<file path="src/rtl/bba_pkg.sv">
// package for the buddy block allocator: sizes, payload structs, status codes,
// controller/datapath command and status structs, address and size helpers
// no dependencies
`timescale 1ns / 1ps

package bba_pkg;

    localparam int MAX_ORDER     = 10;
    localparam int MIN_SIZE      = 4096;
    localparam int TABLE_ENTRIES = 64;

    localparam int ORD_W   = 4;
    localparam int OFF_W   = MAX_ORDER;
    localparam int IDX_W   = $clog2(TABLE_ENTRIES);
    localparam int ADDR_W  = 32;
    localparam int FREE_W  = 23;
    localparam int PADDR_W = 2;
    localparam int PDATA_W = 32;

    localparam logic [PADDR_W-1:0] REG_BASE_ADDR = PADDR_W'(0);
    localparam logic [FREE_W-1:0]  TOTAL_BYTES   = FREE_W'(MIN_SIZE << MAX_ORDER);

    typedef enum logic [1:0] {
        ST_OK      = 2'd0,
        ST_ORDER   = 2'd1,
        ST_NOMEM   = 2'd2,
        ST_UNKNOWN = 2'd3
    } t_status;

    typedef enum logic [0:0] {
        FN_ALLOC = 1'b0,
        FN_FREE  = 1'b1
    } t_func;

    typedef enum logic [1:0] {
        SC_ALLOC = 2'd0,
        SC_EMPTY = 2'd1,
        SC_FREE  = 2'd2,
        SC_BUDDY = 2'd3
    } t_scan;

    typedef struct packed {
        t_func             func;
        logic [ORD_W-1:0]  block_order;
        logic [ADDR_W-1:0] free_address;
    } t_req;

    typedef struct packed {
        t_status           status;
        logic [ADDR_W-1:0] block_address;
        logic [FREE_W-1:0] bytes_available;
    } t_rsp;

    typedef struct packed {
        logic [ORD_W-1:0] order;
        logic [OFF_W-1:0] offset;
        logic             taken;
    } t_entry;

    localparam int ENTRY_W = $bits(t_entry);

    typedef struct packed {
        logic    load;
        logic    scan_go;
        t_scan   mode;
        logic    k_init;
        logic    k_next;
        logic    e_sel;
        logic    split_a;
        logic    split_b;
        logic    take;
        logic    untake;
        logic    merge;
        logic    set_st;
        t_status st;
        logic    deliver;
    } t_cmd;

    typedef struct packed {
        logic func_free;
        logic ord_bad;
        logic busy;
        logic hit;
        logic taken;
        logic k_found;
        logic k_last;
        logic need_split;
        logic can_merge;
        logic out_free;
    } t_sts;

    function automatic logic [FREE_W-1:0] size_of(input logic [ORD_W-1:0] ord);
        return FREE_W'(MIN_SIZE) << ord;
    endfunction

    function automatic logic [ADDR_W-1:0] addr_of(input logic [ADDR_W-1:0] base,
                                                  input logic [OFF_W-1:0]  off);
        return base + ADDR_W'(ADDR_W'(off) * ADDR_W'(MIN_SIZE));
    endfunction

endpackage

</file>
<file path="src/rtl/bba_ram.sv">
// generic single write port ram with registered read
// no dependencies
`timescale 1ns / 1ps

module bba_ram #(
    parameter int WIDTH = 16,
    parameter int DEPTH = 64
) (
    input  logic                     i_clk,
    input  logic                     i_we,
    input  logic [$clog2(DEPTH)-1:0] i_waddr,
    input  logic [WIDTH-1:0]         i_wdata,
    input  logic [$clog2(DEPTH)-1:0] i_raddr,
    output logic [WIDTH-1:0]         o_rdata
);

    logic [WIDTH-1:0] r_mem [0:DEPTH-1];

    always_ff @(posedge i_clk) begin
        if (i_we) begin
            r_mem[i_waddr] <= i_wdata;
        end
        o_rdata <= r_mem[i_raddr];
    end

endmodule

</file>
<file path="src/rtl/bba_ctrl.sv">
// request sequencer: alloc search, split loop, free lookup and merge loop
// depends on bba_pkg
`timescale 1ns / 1ps

module bba_ctrl (
    input  logic          i_clk,
    input  logic          i_rst_n,
    input  logic          i_in_valid,
    output logic          o_in_stall,
    input  bba_pkg::t_sts i_sts,
    output bba_pkg::t_cmd o_cmd
);

    typedef enum logic [14:0] {
        S_IDLE      = 15'h0001,
        S_START     = 15'h0002,
        S_ASCAN     = 15'h0004,
        S_PICK      = 15'h0008,
        S_SPLIT_CHK = 15'h0010,
        S_ESCAN     = 15'h0020,
        S_SPLIT_A   = 15'h0040,
        S_SPLIT_B   = 15'h0080,
        S_TAKE      = 15'h0100,
        S_FSCAN     = 15'h0200,
        S_MCHK      = 15'h0400,
        S_BSCAN     = 15'h0800,
        S_MERGE     = 15'h1000,
        S_DONE      = 15'h2000,
        S_SPARE     = 15'h4000
    } t_state;

    t_state r_state, n_state;

    always_ff @(posedge i_clk) begin
        if (!i_rst_n) begin
            r_state <= S_IDLE;
        end else begin
            r_state <= n_state;
        end
    end

    assign o_in_stall = (r_state != S_IDLE);

    always_comb begin
        n_state = r_state;
        o_cmd   = '0;
        o_cmd.mode = bba_pkg::SC_ALLOC;
        o_cmd.st   = bba_pkg::ST_OK;
        case (r_state)
            S_IDLE: begin
                if (i_in_valid) begin
                    o_cmd.load = 1'b1;
                    n_state    = S_START;
                end
            end
            S_START: begin
                if (i_sts.func_free) begin
                    o_cmd.scan_go = 1'b1;
                    o_cmd.mode    = bba_pkg::SC_FREE;
                    n_state       = S_FSCAN;
                end else if (i_sts.ord_bad) begin
                    o_cmd.set_st = 1'b1;
                    o_cmd.st     = bba_pkg::ST_ORDER;
                    n_state      = S_DONE;
                end else begin
                    o_cmd.scan_go = 1'b1;
                    o_cmd.mode    = bba_pkg::SC_ALLOC;
                    n_state       = S_ASCAN;
                end
            end
            S_ASCAN: begin
                if (!i_sts.busy) begin
                    o_cmd.k_init = 1'b1;
                    n_state      = S_PICK;
                end
            end
            S_PICK: begin
                // walk up the orders until one has a free block
                if (i_sts.k_found) begin
                    o_cmd.e_sel = 1'b1;
                    n_state     = S_SPLIT_CHK;
                end else if (i_sts.k_last) begin
                    o_cmd.set_st = 1'b1;
                    o_cmd.st     = bba_pkg::ST_NOMEM;
                    n_state      = S_DONE;
                end else begin
                    o_cmd.k_next = 1'b1;
                end
            end
            S_SPLIT_CHK: begin
                if (i_sts.need_split) begin
                    o_cmd.scan_go = 1'b1;
                    o_cmd.mode    = bba_pkg::SC_EMPTY;
                    n_state       = S_ESCAN;
                end else begin
                    n_state = S_TAKE;
                end
            end
            S_ESCAN: begin
                if (!i_sts.busy) begin
                    if (i_sts.hit) begin
                        n_state = S_SPLIT_A;
                    end else begin
                        o_cmd.set_st = 1'b1;
                        o_cmd.st     = bba_pkg::ST_NOMEM;
                        n_state      = S_DONE;
                    end
                end
            end
            S_SPLIT_A: begin
                o_cmd.split_a = 1'b1;
                n_state       = S_SPLIT_B;
            end
            S_SPLIT_B: begin
                o_cmd.split_b = 1'b1;
                n_state       = S_SPLIT_CHK;
            end
            S_TAKE: begin
                o_cmd.take = 1'b1;
                n_state    = S_DONE;
            end
            S_FSCAN: begin
                if (!i_sts.busy) begin
                    if (i_sts.hit && i_sts.taken) begin
                        o_cmd.untake = 1'b1;
                        n_state      = S_MCHK;
                    end else begin
                        o_cmd.set_st = 1'b1;
                        o_cmd.st     = bba_pkg::ST_UNKNOWN;
                        n_state      = S_DONE;
                    end
                end
            end
            S_MCHK: begin
                if (i_sts.can_merge) begin
                    o_cmd.scan_go = 1'b1;
                    o_cmd.mode    = bba_pkg::SC_BUDDY;
                    n_state       = S_BSCAN;
                end else begin
                    n_state = S_DONE;
                end
            end
            S_BSCAN: begin
                if (!i_sts.busy) begin
                    n_state = i_sts.hit ? S_MERGE : S_DONE;
                end
            end
            S_MERGE: begin
                o_cmd.merge = 1'b1;
                n_state     = S_MCHK;
            end
            S_DONE: begin
                if (i_sts.out_free) begin
                    o_cmd.deliver = 1'b1;
                    n_state       = S_IDLE;
                end
            end
            default: begin
                n_state = S_IDLE;
            end
        endcase
    end

endmodule

</file>
<file path="src/rtl/bba_dp.sv">
// datapath: block table (ram plus valid flops), table scan engine,
// per-order search results, split/merge updates, free byte count, result beat
// depends on bba_pkg and bba_ram
`timescale 1ns / 1ps

module bba_dp (
    input  logic                         i_clk,
    input  logic                         i_rst_n,
    input  bba_pkg::t_req                i_in_data,
    input  logic [bba_pkg::ADDR_W-1:0]   i_base,
    input  bba_pkg::t_cmd                i_cmd,
    output bba_pkg::t_sts                o_sts,
    output logic                         o_out_valid,
    input  logic                         i_out_stall,
    output bba_pkg::t_rsp                o_out_data
);

    localparam int IW = bba_pkg::IDX_W;
    localparam int OW = bba_pkg::OFF_W;
    localparam int KW = bba_pkg::ORD_W;
    localparam bba_pkg::t_entry ENTRY0_RST = '{
        order:  KW'(bba_pkg::MAX_ORDER),
        offset: '0,
        taken:  1'b0
    };

    // request
    bba_pkg::t_func               r_func;
    logic [KW-1:0]                r_ord;
    logic [bba_pkg::ADDR_W-1:0]   r_faddr;
    bba_pkg::t_status             r_st;
    logic [bba_pkg::ADDR_W-1:0]   r_addr;
    logic [bba_pkg::FREE_W-1:0]   r_free;

    // table
    logic [bba_pkg::TABLE_ENTRIES-1:0] r_valid;
    logic                              r_e0_fresh;
    logic                              ram_we;
    logic [IW-1:0]                     ram_waddr;
    bba_pkg::t_entry                   ram_wdata;
    logic [bba_pkg::ENTRY_W-1:0]       ram_rdata;

    // scan engine
    logic          r_sc_run, r_sc_pend;
    logic [IW-1:0] r_sc_idx, r_sc_pidx;
    bba_pkg::t_scan r_mode;
    logic          r_hit;
    bba_pkg::t_entry ent;
    logic          ent_v;

    // working block
    logic [IW-1:0] r_e, r_b, r_slot;
    logic [KW-1:0] r_cur, r_k;
    logic [OW-1:0] r_off;
    logic          r_tk;

    logic          r_fnd  [0:bba_pkg::MAX_ORDER];
    logic [IW-1:0] r_fidx [0:bba_pkg::MAX_ORDER];
    logic [OW-1:0] r_foff [0:bba_pkg::MAX_ORDER];

    logic [OW-1:0] bmask, boff, min_off;
    logic          lower_is_b;
    logic [IW-1:0] lower_idx, higher_idx;

    logic          r_out_valid;
    bba_pkg::t_rsp r_out_data;

    bba_ram #(
        .WIDTH (bba_pkg::ENTRY_W),
        .DEPTH (bba_pkg::TABLE_ENTRIES)
    ) u_table (
        .i_clk   (i_clk),
        .i_we    (ram_we),
        .i_waddr (ram_waddr),
        .i_wdata (ram_wdata),
        .i_raddr (r_sc_idx),
        .o_rdata (ram_rdata)
    );

    // entry 0 reads as the full region until first written
    assign ent   = (r_sc_pidx == '0 && r_e0_fresh) ? ENTRY0_RST
                                                   : bba_pkg::t_entry'(ram_rdata);
    assign ent_v = r_valid[r_sc_pidx];

    assign bmask      = OW'(1) << r_cur;
    assign boff       = r_off ^ bmask;
    assign min_off    = r_off & ~bmask;
    assign lower_is_b = (boff < r_off);
    assign lower_idx  = lower_is_b ? r_b : r_e;
    assign higher_idx = lower_is_b ? r_e : r_b;

    always_comb begin
        ram_we    = 1'b0;
        ram_waddr = r_e;
        ram_wdata = '{order: r_cur, offset: r_off, taken: 1'b0};
        if (i_cmd.split_a) begin
            ram_we          = 1'b1;
            ram_wdata.order = r_cur - KW'(1);
        end else if (i_cmd.split_b) begin
            ram_we           = 1'b1;
            ram_waddr        = r_slot;
            ram_wdata.offset = r_off + bmask;
        end else if (i_cmd.take) begin
            ram_we          = 1'b1;
            ram_wdata.taken = 1'b1;
        end else if (i_cmd.untake) begin
            ram_we = 1'b1;
        end else if (i_cmd.merge) begin
            ram_we           = 1'b1;
            ram_waddr        = lower_idx;
            ram_wdata.order  = r_cur + KW'(1);
            ram_wdata.offset = min_off;
        end
    end

    // control state
    always_ff @(posedge i_clk) begin
        if (!i_rst_n) begin
            r_valid     <= bba_pkg::TABLE_ENTRIES'(1);
            r_e0_fresh  <= 1'b1;
            r_free      <= bba_pkg::TOTAL_BYTES;
            r_sc_run    <= 1'b0;
            r_sc_pend   <= 1'b0;
            r_sc_idx    <= '0;
            r_out_valid <= 1'b0;
        end else begin
            r_sc_pend <= r_sc_run;
            if (i_cmd.scan_go) begin
                r_sc_run <= 1'b1;
                r_sc_idx <= '0;
            end else if (r_sc_run) begin
                r_sc_idx <= r_sc_idx + IW'(1);
                if (r_sc_idx == IW'(bba_pkg::TABLE_ENTRIES - 1)) begin
                    r_sc_run <= 1'b0;
                end
            end
            if ((ram_we && ram_waddr == '0) || (i_cmd.merge && higher_idx == '0)) begin
                r_e0_fresh <= 1'b0;
            end
            if (i_cmd.split_b) begin
                r_valid[r_slot] <= 1'b1;
            end
            if (i_cmd.merge) begin
                r_valid[higher_idx] <= 1'b0;
            end
            if (i_cmd.take) begin
                r_free <= r_free - bba_pkg::size_of(r_ord);
            end else if (i_cmd.untake) begin
                r_free <= r_free + bba_pkg::size_of(r_cur);
            end
            if (i_cmd.deliver) begin
                r_out_valid <= 1'b1;
            end else if (!i_out_stall) begin
                r_out_valid <= 1'b0;
            end
        end
    end

    // payload and search results
    always_ff @(posedge i_clk) begin
        r_sc_pidx <= r_sc_idx;
        if (i_cmd.load) begin
            r_func  <= i_in_data.func;
            r_ord   <= i_in_data.block_order;
            r_faddr <= i_in_data.free_address;
            r_st    <= bba_pkg::ST_OK;
            r_addr  <= '0;
        end
        if (i_cmd.set_st) begin
            r_st <= i_cmd.st;
        end
        if (i_cmd.take) begin
            r_addr <= bba_pkg::addr_of(i_base, r_off);
        end
        if (i_cmd.scan_go) begin
            r_mode <= i_cmd.mode;
            r_hit  <= 1'b0;
            for (int k = 0; k <= bba_pkg::MAX_ORDER; k++) begin
                r_fnd[k] <= 1'b0;
            end
        end else if (r_sc_pend) begin
            case (r_mode)
                bba_pkg::SC_ALLOC: begin
                    if (ent_v && !ent.taken && ent.order <= KW'(bba_pkg::MAX_ORDER)
                        && !r_fnd[ent.order]) begin
                        r_fnd[ent.order]  <= 1'b1;
                        r_fidx[ent.order] <= r_sc_pidx;
                        r_foff[ent.order] <= ent.offset;
                    end
                end
                bba_pkg::SC_EMPTY: begin
                    if (!ent_v && !r_hit) begin
                        r_hit  <= 1'b1;
                        r_slot <= r_sc_pidx;
                    end
                end
                bba_pkg::SC_FREE: begin
                    if (ent_v && !r_hit && bba_pkg::addr_of(i_base, ent.offset) == r_faddr) begin
                        r_hit <= 1'b1;
                        r_e   <= r_sc_pidx;
                        r_cur <= ent.order;
                        r_off <= ent.offset;
                        r_tk  <= ent.taken;
                    end
                end
                bba_pkg::SC_BUDDY: begin
                    if (ent_v && !r_hit && r_sc_pidx != r_e && !ent.taken
                        && ent.order == r_cur && ent.offset == boff) begin
                        r_hit <= 1'b1;
                        r_b   <= r_sc_pidx;
                    end
                end
                default: begin
                    r_hit <= r_hit;
                end
            endcase
        end
        if (i_cmd.k_init) begin
            r_k <= r_ord;
        end else if (i_cmd.k_next) begin
            r_k <= r_k + KW'(1);
        end
        if (i_cmd.e_sel) begin
            r_e   <= r_fidx[r_k];
            r_off <= r_foff[r_k];
            r_cur <= r_k;
        end
        if (i_cmd.split_a) begin
            r_cur <= r_cur - KW'(1);
        end
        if (i_cmd.merge) begin
            r_e   <= lower_idx;
            r_off <= min_off;
            r_cur <= r_cur + KW'(1);
        end
        if (i_cmd.deliver) begin
            r_out_data.status          <= r_st;
            r_out_data.block_address   <= r_addr;
            r_out_data.bytes_available <= r_free;
        end
    end

    always_comb begin
        o_sts            = '0;
        o_sts.func_free  = (r_func == bba_pkg::FN_FREE);
        o_sts.ord_bad    = (r_ord > KW'(bba_pkg::MAX_ORDER));
        o_sts.busy       = r_sc_run || r_sc_pend;
        o_sts.hit        = r_hit;
        o_sts.taken      = r_tk;
        o_sts.k_found    = r_fnd[r_k];
        o_sts.k_last     = (r_k == KW'(bba_pkg::MAX_ORDER));
        o_sts.need_split = (r_cur > r_ord);
        o_sts.can_merge  = (r_cur < KW'(bba_pkg::MAX_ORDER));
        o_sts.out_free   = !r_out_valid || !i_out_stall;
    end

    assign o_out_valid = r_out_valid;
    assign o_out_data  = r_out_data;

endmodule

</file>
<file path="src/rtl/buddy_block_allocator.sv">
// buddy block allocator top level: apb base register, sequencer and datapath
// depends on bba_pkg, bba_ctrl, bba_dp
`timescale 1ns / 1ps

// Manages 2^MAX_ORDER blocks of MIN_SIZE bytes starting at base_address (apb
// byte address 0), tracked in a 64-entry block table held in a ram plus valid
// flops. One request is worked at a time; every table search is a full pass
// through the single ram read port. An allocate takes one pass, then picks an
// order, then one pass plus two writes per split, with up to ten splits. A free
// takes one pass to look up the address and one pass plus a write per buddy
// merge. The next request is taken while the previous result beat still waits
// at the output. No clearing pass is needed after reset.
module buddy_block_allocator (
    input  logic                          i_clk,
    input  logic                          i_rst_n,
    input  logic                          i_in_valid,
    output logic                          o_in_stall,
    input  bba_pkg::t_req                 i_in_data,
    output logic                          o_out_valid,
    input  logic                          i_out_stall,
    output bba_pkg::t_rsp                 o_out_data,
    input  logic                          psel,
    input  logic                          penable,
    input  logic                          pwrite,
    input  logic [bba_pkg::PADDR_W-1:0]   paddr,
    input  logic [bba_pkg::PDATA_W-1:0]   pwdata,
    output logic [bba_pkg::PDATA_W-1:0]   prdata,
    output logic                          pready
);

    logic [bba_pkg::ADDR_W-1:0] r_base;
    bba_pkg::t_cmd cmd;
    bba_pkg::t_sts sts;

    assign pready = 1'b1;

    always_ff @(posedge i_clk) begin
        if (!i_rst_n) begin
            r_base <= '0;
        end else if (psel && penable && pwrite && paddr == bba_pkg::REG_BASE_ADDR) begin
            r_base <= pwdata;
        end
    end

    assign prdata = (paddr == bba_pkg::REG_BASE_ADDR) ? r_base : '0;

    bba_ctrl u_ctrl (
        .i_clk      (i_clk),
        .i_rst_n    (i_rst_n),
        .i_in_valid (i_in_valid),
        .o_in_stall (o_in_stall),
        .i_sts      (sts),
        .o_cmd      (cmd)
    );

    bba_dp u_dp (
        .i_clk       (i_clk),
        .i_rst_n     (i_rst_n),
        .i_in_data   (i_in_data),
        .i_base      (r_base),
        .i_cmd       (cmd),
        .o_sts       (sts),
        .o_out_valid (o_out_valid),
        .i_out_stall (i_out_stall),
        .o_out_data  (o_out_data)
    );

    // a failed request, allocate or free, reports a zero address
    a_fail_addr_zero: assert property (@(posedge i_clk) disable iff (!i_rst_n)
        (o_out_valid && o_out_data.status != bba_pkg::ST_OK) |->
            (o_out_data.block_address == '0))
        else $error("nonzero address on a failed request");

    // free count never exceeds the region
    a_free_bound: assert property (@(posedge i_clk) disable iff (!i_rst_n)
        o_out_valid |-> (o_out_data.bytes_available <= bba_pkg::TOTAL_BYTES))
        else $error("bytes available beyond region size");

    // a taken request blocks the input on the next cycle
    a_one_at_a_time: assert property (@(posedge i_clk) disable iff (!i_rst_n)
        (i_in_valid && !o_in_stall) |=> o_in_stall)
        else $error("second request taken while one is in work");

endmodule

</file>
<file path="config.mk">
export PLATFORM = sky130hd
export DESIGN_NAME = buddy_block_allocator
export DESIGN_NICKNAME = d
export VERILOG_FILES = /design/src/rtl/bba_pkg.sv /design/src/rtl/bba_ram.sv /design/src/rtl/bba_ctrl.sv /design/src/rtl/bba_dp.sv /design/src/rtl/buddy_block_allocator.sv
export SDC_FILE = /design/constraint.sdc
export NUM_CORES = 2
export LEC_CHECK = 0
export ABC_AREA = 1
export BUFFER_PORTS_ARGS = -buffer_cell sky130_fd_sc_hd__buf_2
export CAP_MARGIN = 15
export CORE_ASPECT_RATIO = 1.4
export CORE_MARGIN = 2
export CORE_UTILIZATION = 25
export CTS_BUF_LIST = sky130_fd_sc_hd__clkbuf_4
export DETAILED_ROUTE_END_ITERATION = 10
export GPL_ROUTABILITY_DRIVEN = 1
export PLACE_DENSITY = 0.45
export SLEW_MARGIN = 20
export SYNTH_ARGS = -nofsm -noshare
export SYNTH_HDL_FRONTEND = slang
export SYNTH_HIERARCHICAL = 1
export SYNTH_SLANG_ARGS = --single-unit
</file>
<file path="constraint.sdc">
create_clock -name i_clk -period 7.6 [get_ports i_clk]
set_input_delay 2.28 -clock i_clk [delete_from_list [all_inputs] [get_ports i_clk]]
set_output_delay 2.28 -clock i_clk [all_outputs]
set_load 0.02 [all_outputs]
</file>
==> results.md <==
- The run finished with clean final reports.
- At the later pin of the worst-skew pair, clock insertion delay measures ~1.3 ns.
- Clock-pin slew was measured on the worst setup and hold paths at 0.07 ns.
- The core outline area is 258300 µm².
- The required time reported for the critical path endpoint is 8.46 ns.
- Data on the critical path arrives at its endpoint at roughly 7.1 ns.
- The number of nets with antenna violations after detailed routing is 0.
- The relative area change from synthesis to final layout is 15.40%.
- The family of cells with the greatest summed delay on the critical path is simple AND/OR/NAND/NOR gates.
- The highest achievable clock rate is between 0.15 and 0.2 GHz.
- The kind of start point of the critical path is a flop.
- Setup repair after global routing left no endpoint under its margin.
- The slack of the critical path is 1.362 ns.
- The clock drives 1482 sinks.
- Measured along the y axis, the die boundary spans 606.2 µm.
- The actual transition at the worst max-transition pin is between 1 and 1.5 ns.
- The first detailed-routing pass took 6 iterations.
- The number of hold buffers added after CTS was 0.
- The number of DRC violations after detailed-routing iteration 0 is 3711.
- In this run the deepest clock path goes through 4 buffers.
- The number of vias in the routed layout is between 40000 and 50000.
- The initial antenna violation count is 13.
- The global routing met2 resource utilization is 27.53%.
- VDD sags by at most 0.1068 mV.
- In this run the tightest slew margin relative to its limit is 22.61%.
- The sequential-to-total area share from yosys stat is 66.14%.
- The flop and latch count out of synthesis is 1482.
- In this run the tool buffered the top-level ports with 165 buffer cells.
- The number of placement rows is 221.
- The tree is rooted in a sky130_fd_sc_hd__clkbuf_4.
- Wires add up to 211.9 mm.
- In this run the worst hold path is classified as flop to flop.
- Summing all placed instances gives a cell area of ~70000 µm².
- The setup fix buffers added after clock tree synthesis is 0.
- The critical path endpoint category is a flop.
- In the global route stage, met3 resource usage came out at between 2 and 3%.
- The die width is 434.1 µm.
- In this design, the stage delay of the slowest critical-path cell is 0.89 ns.
- For this design the static power due to leakage is 27.58 nW.
- The half-perimeter wire length after detailed placement is 130.6 mm.
- Yosys printed 6 warnings.
- The cell type with the highest occurrence count on the critical path is sky130_fd_sc_hd__inv_1.
- In the final design database the tool counted 6754 nets.
- The remaining global-route overflow is 0.
- The number of clock buffers added by TritonCTS is ~400.
- The core occupancy in the finished layout is between 20% and 30%.
- The count of cells resized by post-cts repair is 0.
- The clock tree from TritonCTS is built.
- Setup violations remaining at the end of the flow were counted as 0.
- The peak-usage layer in the global routing report is met2.
- The largest net degree at the start of global routing is 150.
- The post-synthesis area per instance is 10.44 µm².
- In the synthesized netlist, the number of instances is 6202.
- The starting utilization of the core area is 25.07%.
- The level count of the clock H-tree is 5.
- The number of different library cells in the post-synthesis netlist is 61.
- The critical path goes through inv_1, ha_1, inv_1, nor3_1, ha_1, nand2_1, nand4_1, nor2_1, nand4_1, nand3_2, inv_1, a21oi_1, o21ai_0, inv_1, nand2_1, a22oi_1, inv_1, inv_1, nand4_1, nor2_1, buf_4.
- The number of design rule violations left after detail routing is 0.
- The met1 global-route usage is 18.84%.
- The tool flagged a number of max-cap violations equal to 0.
- The number of max-slew violations in the final report is 0.
- The die covers 263200 µm².
- The master of the slowest instance on the critical path is sky130_fd_sc_hd__nand4_1.
- For this design the ratio of total power to cell area is approximately 230 nW/µm².
- The number of global-route vias before repair is about 46000.
- The global-route wire length before repair is 308.7 mm.
- The hold violation total from the final report is 0.
- The cell area after layout is 74730 µm².
- The global-route usage over all layers is 15.64%.
- 170 I/O pins were placed.
- The post-layout minimum cycle time is roughly 6.2 ns.
- Cells with a size suffix above 1 make up 15.61% of the layout.
- Dividing the final minimum period by the clock period gives roughly 80%.
- The congestion estimate from routability-driven global placement came to 0.8852.
- In this run the cell area of the synthesized design comes to 64760 µm².
- The final worst clock skew is 0.1675 ns.
- The worst setup path category is flop to flop.
- After detailed routing, the number of vias per cell comes to 4.559.
- OpenSTA, run right after detailed placement, puts the worst setup slack at ~1.4 ns.
- The aggregate negative setup slack is 0 ns.
- On the final layout, the worst hold slack is 0.4088 ns.
- The maximum net fanout on the critical path is 20.
- The number of buffers and inverters on the critical path is 7.
- The wire length per cell after detailed routing is between 20 and 25 µm.
==> registers in the layout, summed over array words and instances, names as in the netlist, 10 cells and up, named ones only <==
name and flops:
u_dp/r_fidx 66, u_dp/r_addr 32, u_dp/r_valid 64, u_dp/o_out_data 54, u_dp/r_faddr 32, u_dp/u_table/o_rdata 15, u_dp/u_table/r_mem 960, u_dp/r_foff 110
u_dp/r_free 20, u_ctrl/r_state 14, u_dp/r_fnd 16, r_base 32, u_dp/r_off 10
==> stage by stage <==
step                instances  power (mW)
finish                  10370       16.96
global route            10370       17.78
CTS                     10370       17.25
global placement         9662       10.08
floorplan                6209       9.765
detailed placement       9662       10.08
==> layout make-up <==
class / instances / area, µm²
antenna: 6 / 15.01
multi-input combinational: 4044 / 19110
timing repair buffer: 323 / 2085
inverter: 359 / 1375
fill: 27290 / 183500
clock inverter: 123 / 621.8
sequential: 1482 / 42850
tap: 3456 / 4324
clock buffer: 580 / 4354
==> layout by cell type, fill, tap and decap left out, types with 17 or more instances in the layout <==
cell type                  count
sky130_fd_sc_hd__o21ai_0     224
sky130_fd_sc_hd__o21ai_1      17
sky130_fd_sc_hd__nor3_1       56
sky130_fd_sc_hd__nor2_1      515
sky130_fd_sc_hd__buf_4       154
sky130_fd_sc_hd__xor2_1       30
sky130_fd_sc_hd__nand3_1     983
sky130_fd_sc_hd__nand2_2      19
sky130_fd_sc_hd__inv_1       325
sky130_fd_sc_hd__inv_2        30
sky130_fd_sc_hd__clkinv_2     19
sky130_fd_sc_hd__o211ai_1     29
sky130_fd_sc_hd__dfxtp_1     161
sky130_fd_sc_hd__o22ai_1      21
sky130_fd_sc_hd__ha_1         67
sky130_fd_sc_hd__clkinv_1     92
sky130_fd_sc_hd__edfxtp_1   1315
sky130_fd_sc_hd__clkbuf_4    580
sky130_fd_sc_hd__nand4_1      36
sky130_fd_sc_hd__nand2_1    1673
sky130_fd_sc_hd__o221ai_1     26
sky130_fd_sc_hd__or2_2        17
sky130_fd_sc_hd__a21oi_1     152
sky130_fd_sc_hd__buf_2       164
==> per-layer routing <==
metal,wire length [µm],up-vias,share of wire (%)
met4,7613,14,3.6
li1,-,22500,-
met2,106200,1534,50
met5,113,-,0.053
met3,11280,415,5.3
met1,86730,22830,41
==> worst paths after layout <==
check / startpoint / to / slack (ns) / cells past startpoint
worst max-delay path: u_dp/r_cur[0]$_DFFE_PP_ / u_dp/u_table/r_mem[25][6]$_DFFE_PP_ / 1.36 / 21
worst min-delay path: u_dp/r_addr[20]$_SDFFCE_PN0P_ / u_dp/o_out_data[43]$_DFFE_PP_ / 0.41 / 0
worst max register to register: u_dp/r_cur[0]$_DFFE_PP_ / u_dp/u_table/r_mem[25][6]$_DFFE_PP_ / 1.36 / 21
worst min register to register: u_dp/r_addr[20]$_SDFFCE_PN0P_ / u_dp/o_out_data[43]$_DFFE_PP_ / 0.41 / 0
==> synthesized netlist by cell type (all sizes together) <==
master | number | area share [%]
nor3 | 62 | 0.49
xnor2 | 16 | 0.22
dfxtp | 167 | 5.2
nor3b | 1 | 0.012
nor4 | 23 | 0.22
clkbuf | 104 | 0.60
nand3 | 991 | 7.7
buf | 220 | 2.0
a32oi | 5 | 0.068
o21bai | 9 | 0.10
or4 | 2 | 0.023
o221ai | 26 | 0.35
a221oi | 4 | 0.054
o21a | 8 | 0.093
a211oi | 2 | 0.023
nand4 | 37 | 0.37
o21ai | 251 | 2.0
conb | 2 | 0.012
o211ai | 29 | 0.34
a31oi | 13 | 0.13
o2111ai | 2 | 0.027
nand2 | 1698 | 10
o221a | 2 | 0.035
or2 | 20 | 0.19
a21boi | 2 | 0.023
xor2 | 30 | 0.41
o32ai | 1 | 0.014
edfxtp | 1315 | 61
inv | 353 | 2.1
ha | 67 | 1.3
clkinv | 6 | 0.035
o31ai | 4 | 0.046
o22ai | 21 | 0.20
nor2 | 537 | 3.3
nand3b | 11 | 0.13
and2 | 1 | 0.0097
a21oi | 152 | 1.2
fa | 2 | 0.062
a22oi | 6 | 0.070
==> cells by family (layout without fill, tap and decap cells) <==
group | after synthesis | in the layout | share of synthesized area [%]
buffers and inverters | 683 | 1385 | 4.701
xor gates and xnor gates | 46 | 46 | 0.6221
adders and majority gates | 69 | 69 | 1.356
DFF | 1482 | 1482 | 66.14
other | 2 | 15 | 0.01160
and+or+nand+nor | 3383 | 3383 | 22.44
AOI/OAI and AO/OA | 537 | 537 | 4.734
==> report_power, final <==
part           leakage, nW  switching [mW]  internal, mW  total [mW]
Combinational         11.6           0.692         0.256       0.947
Clock                 2.98            3.43          3.63        7.06
Sequential            13.0          0.0818          8.87        8.95
(Power assumes the default switching activity.)
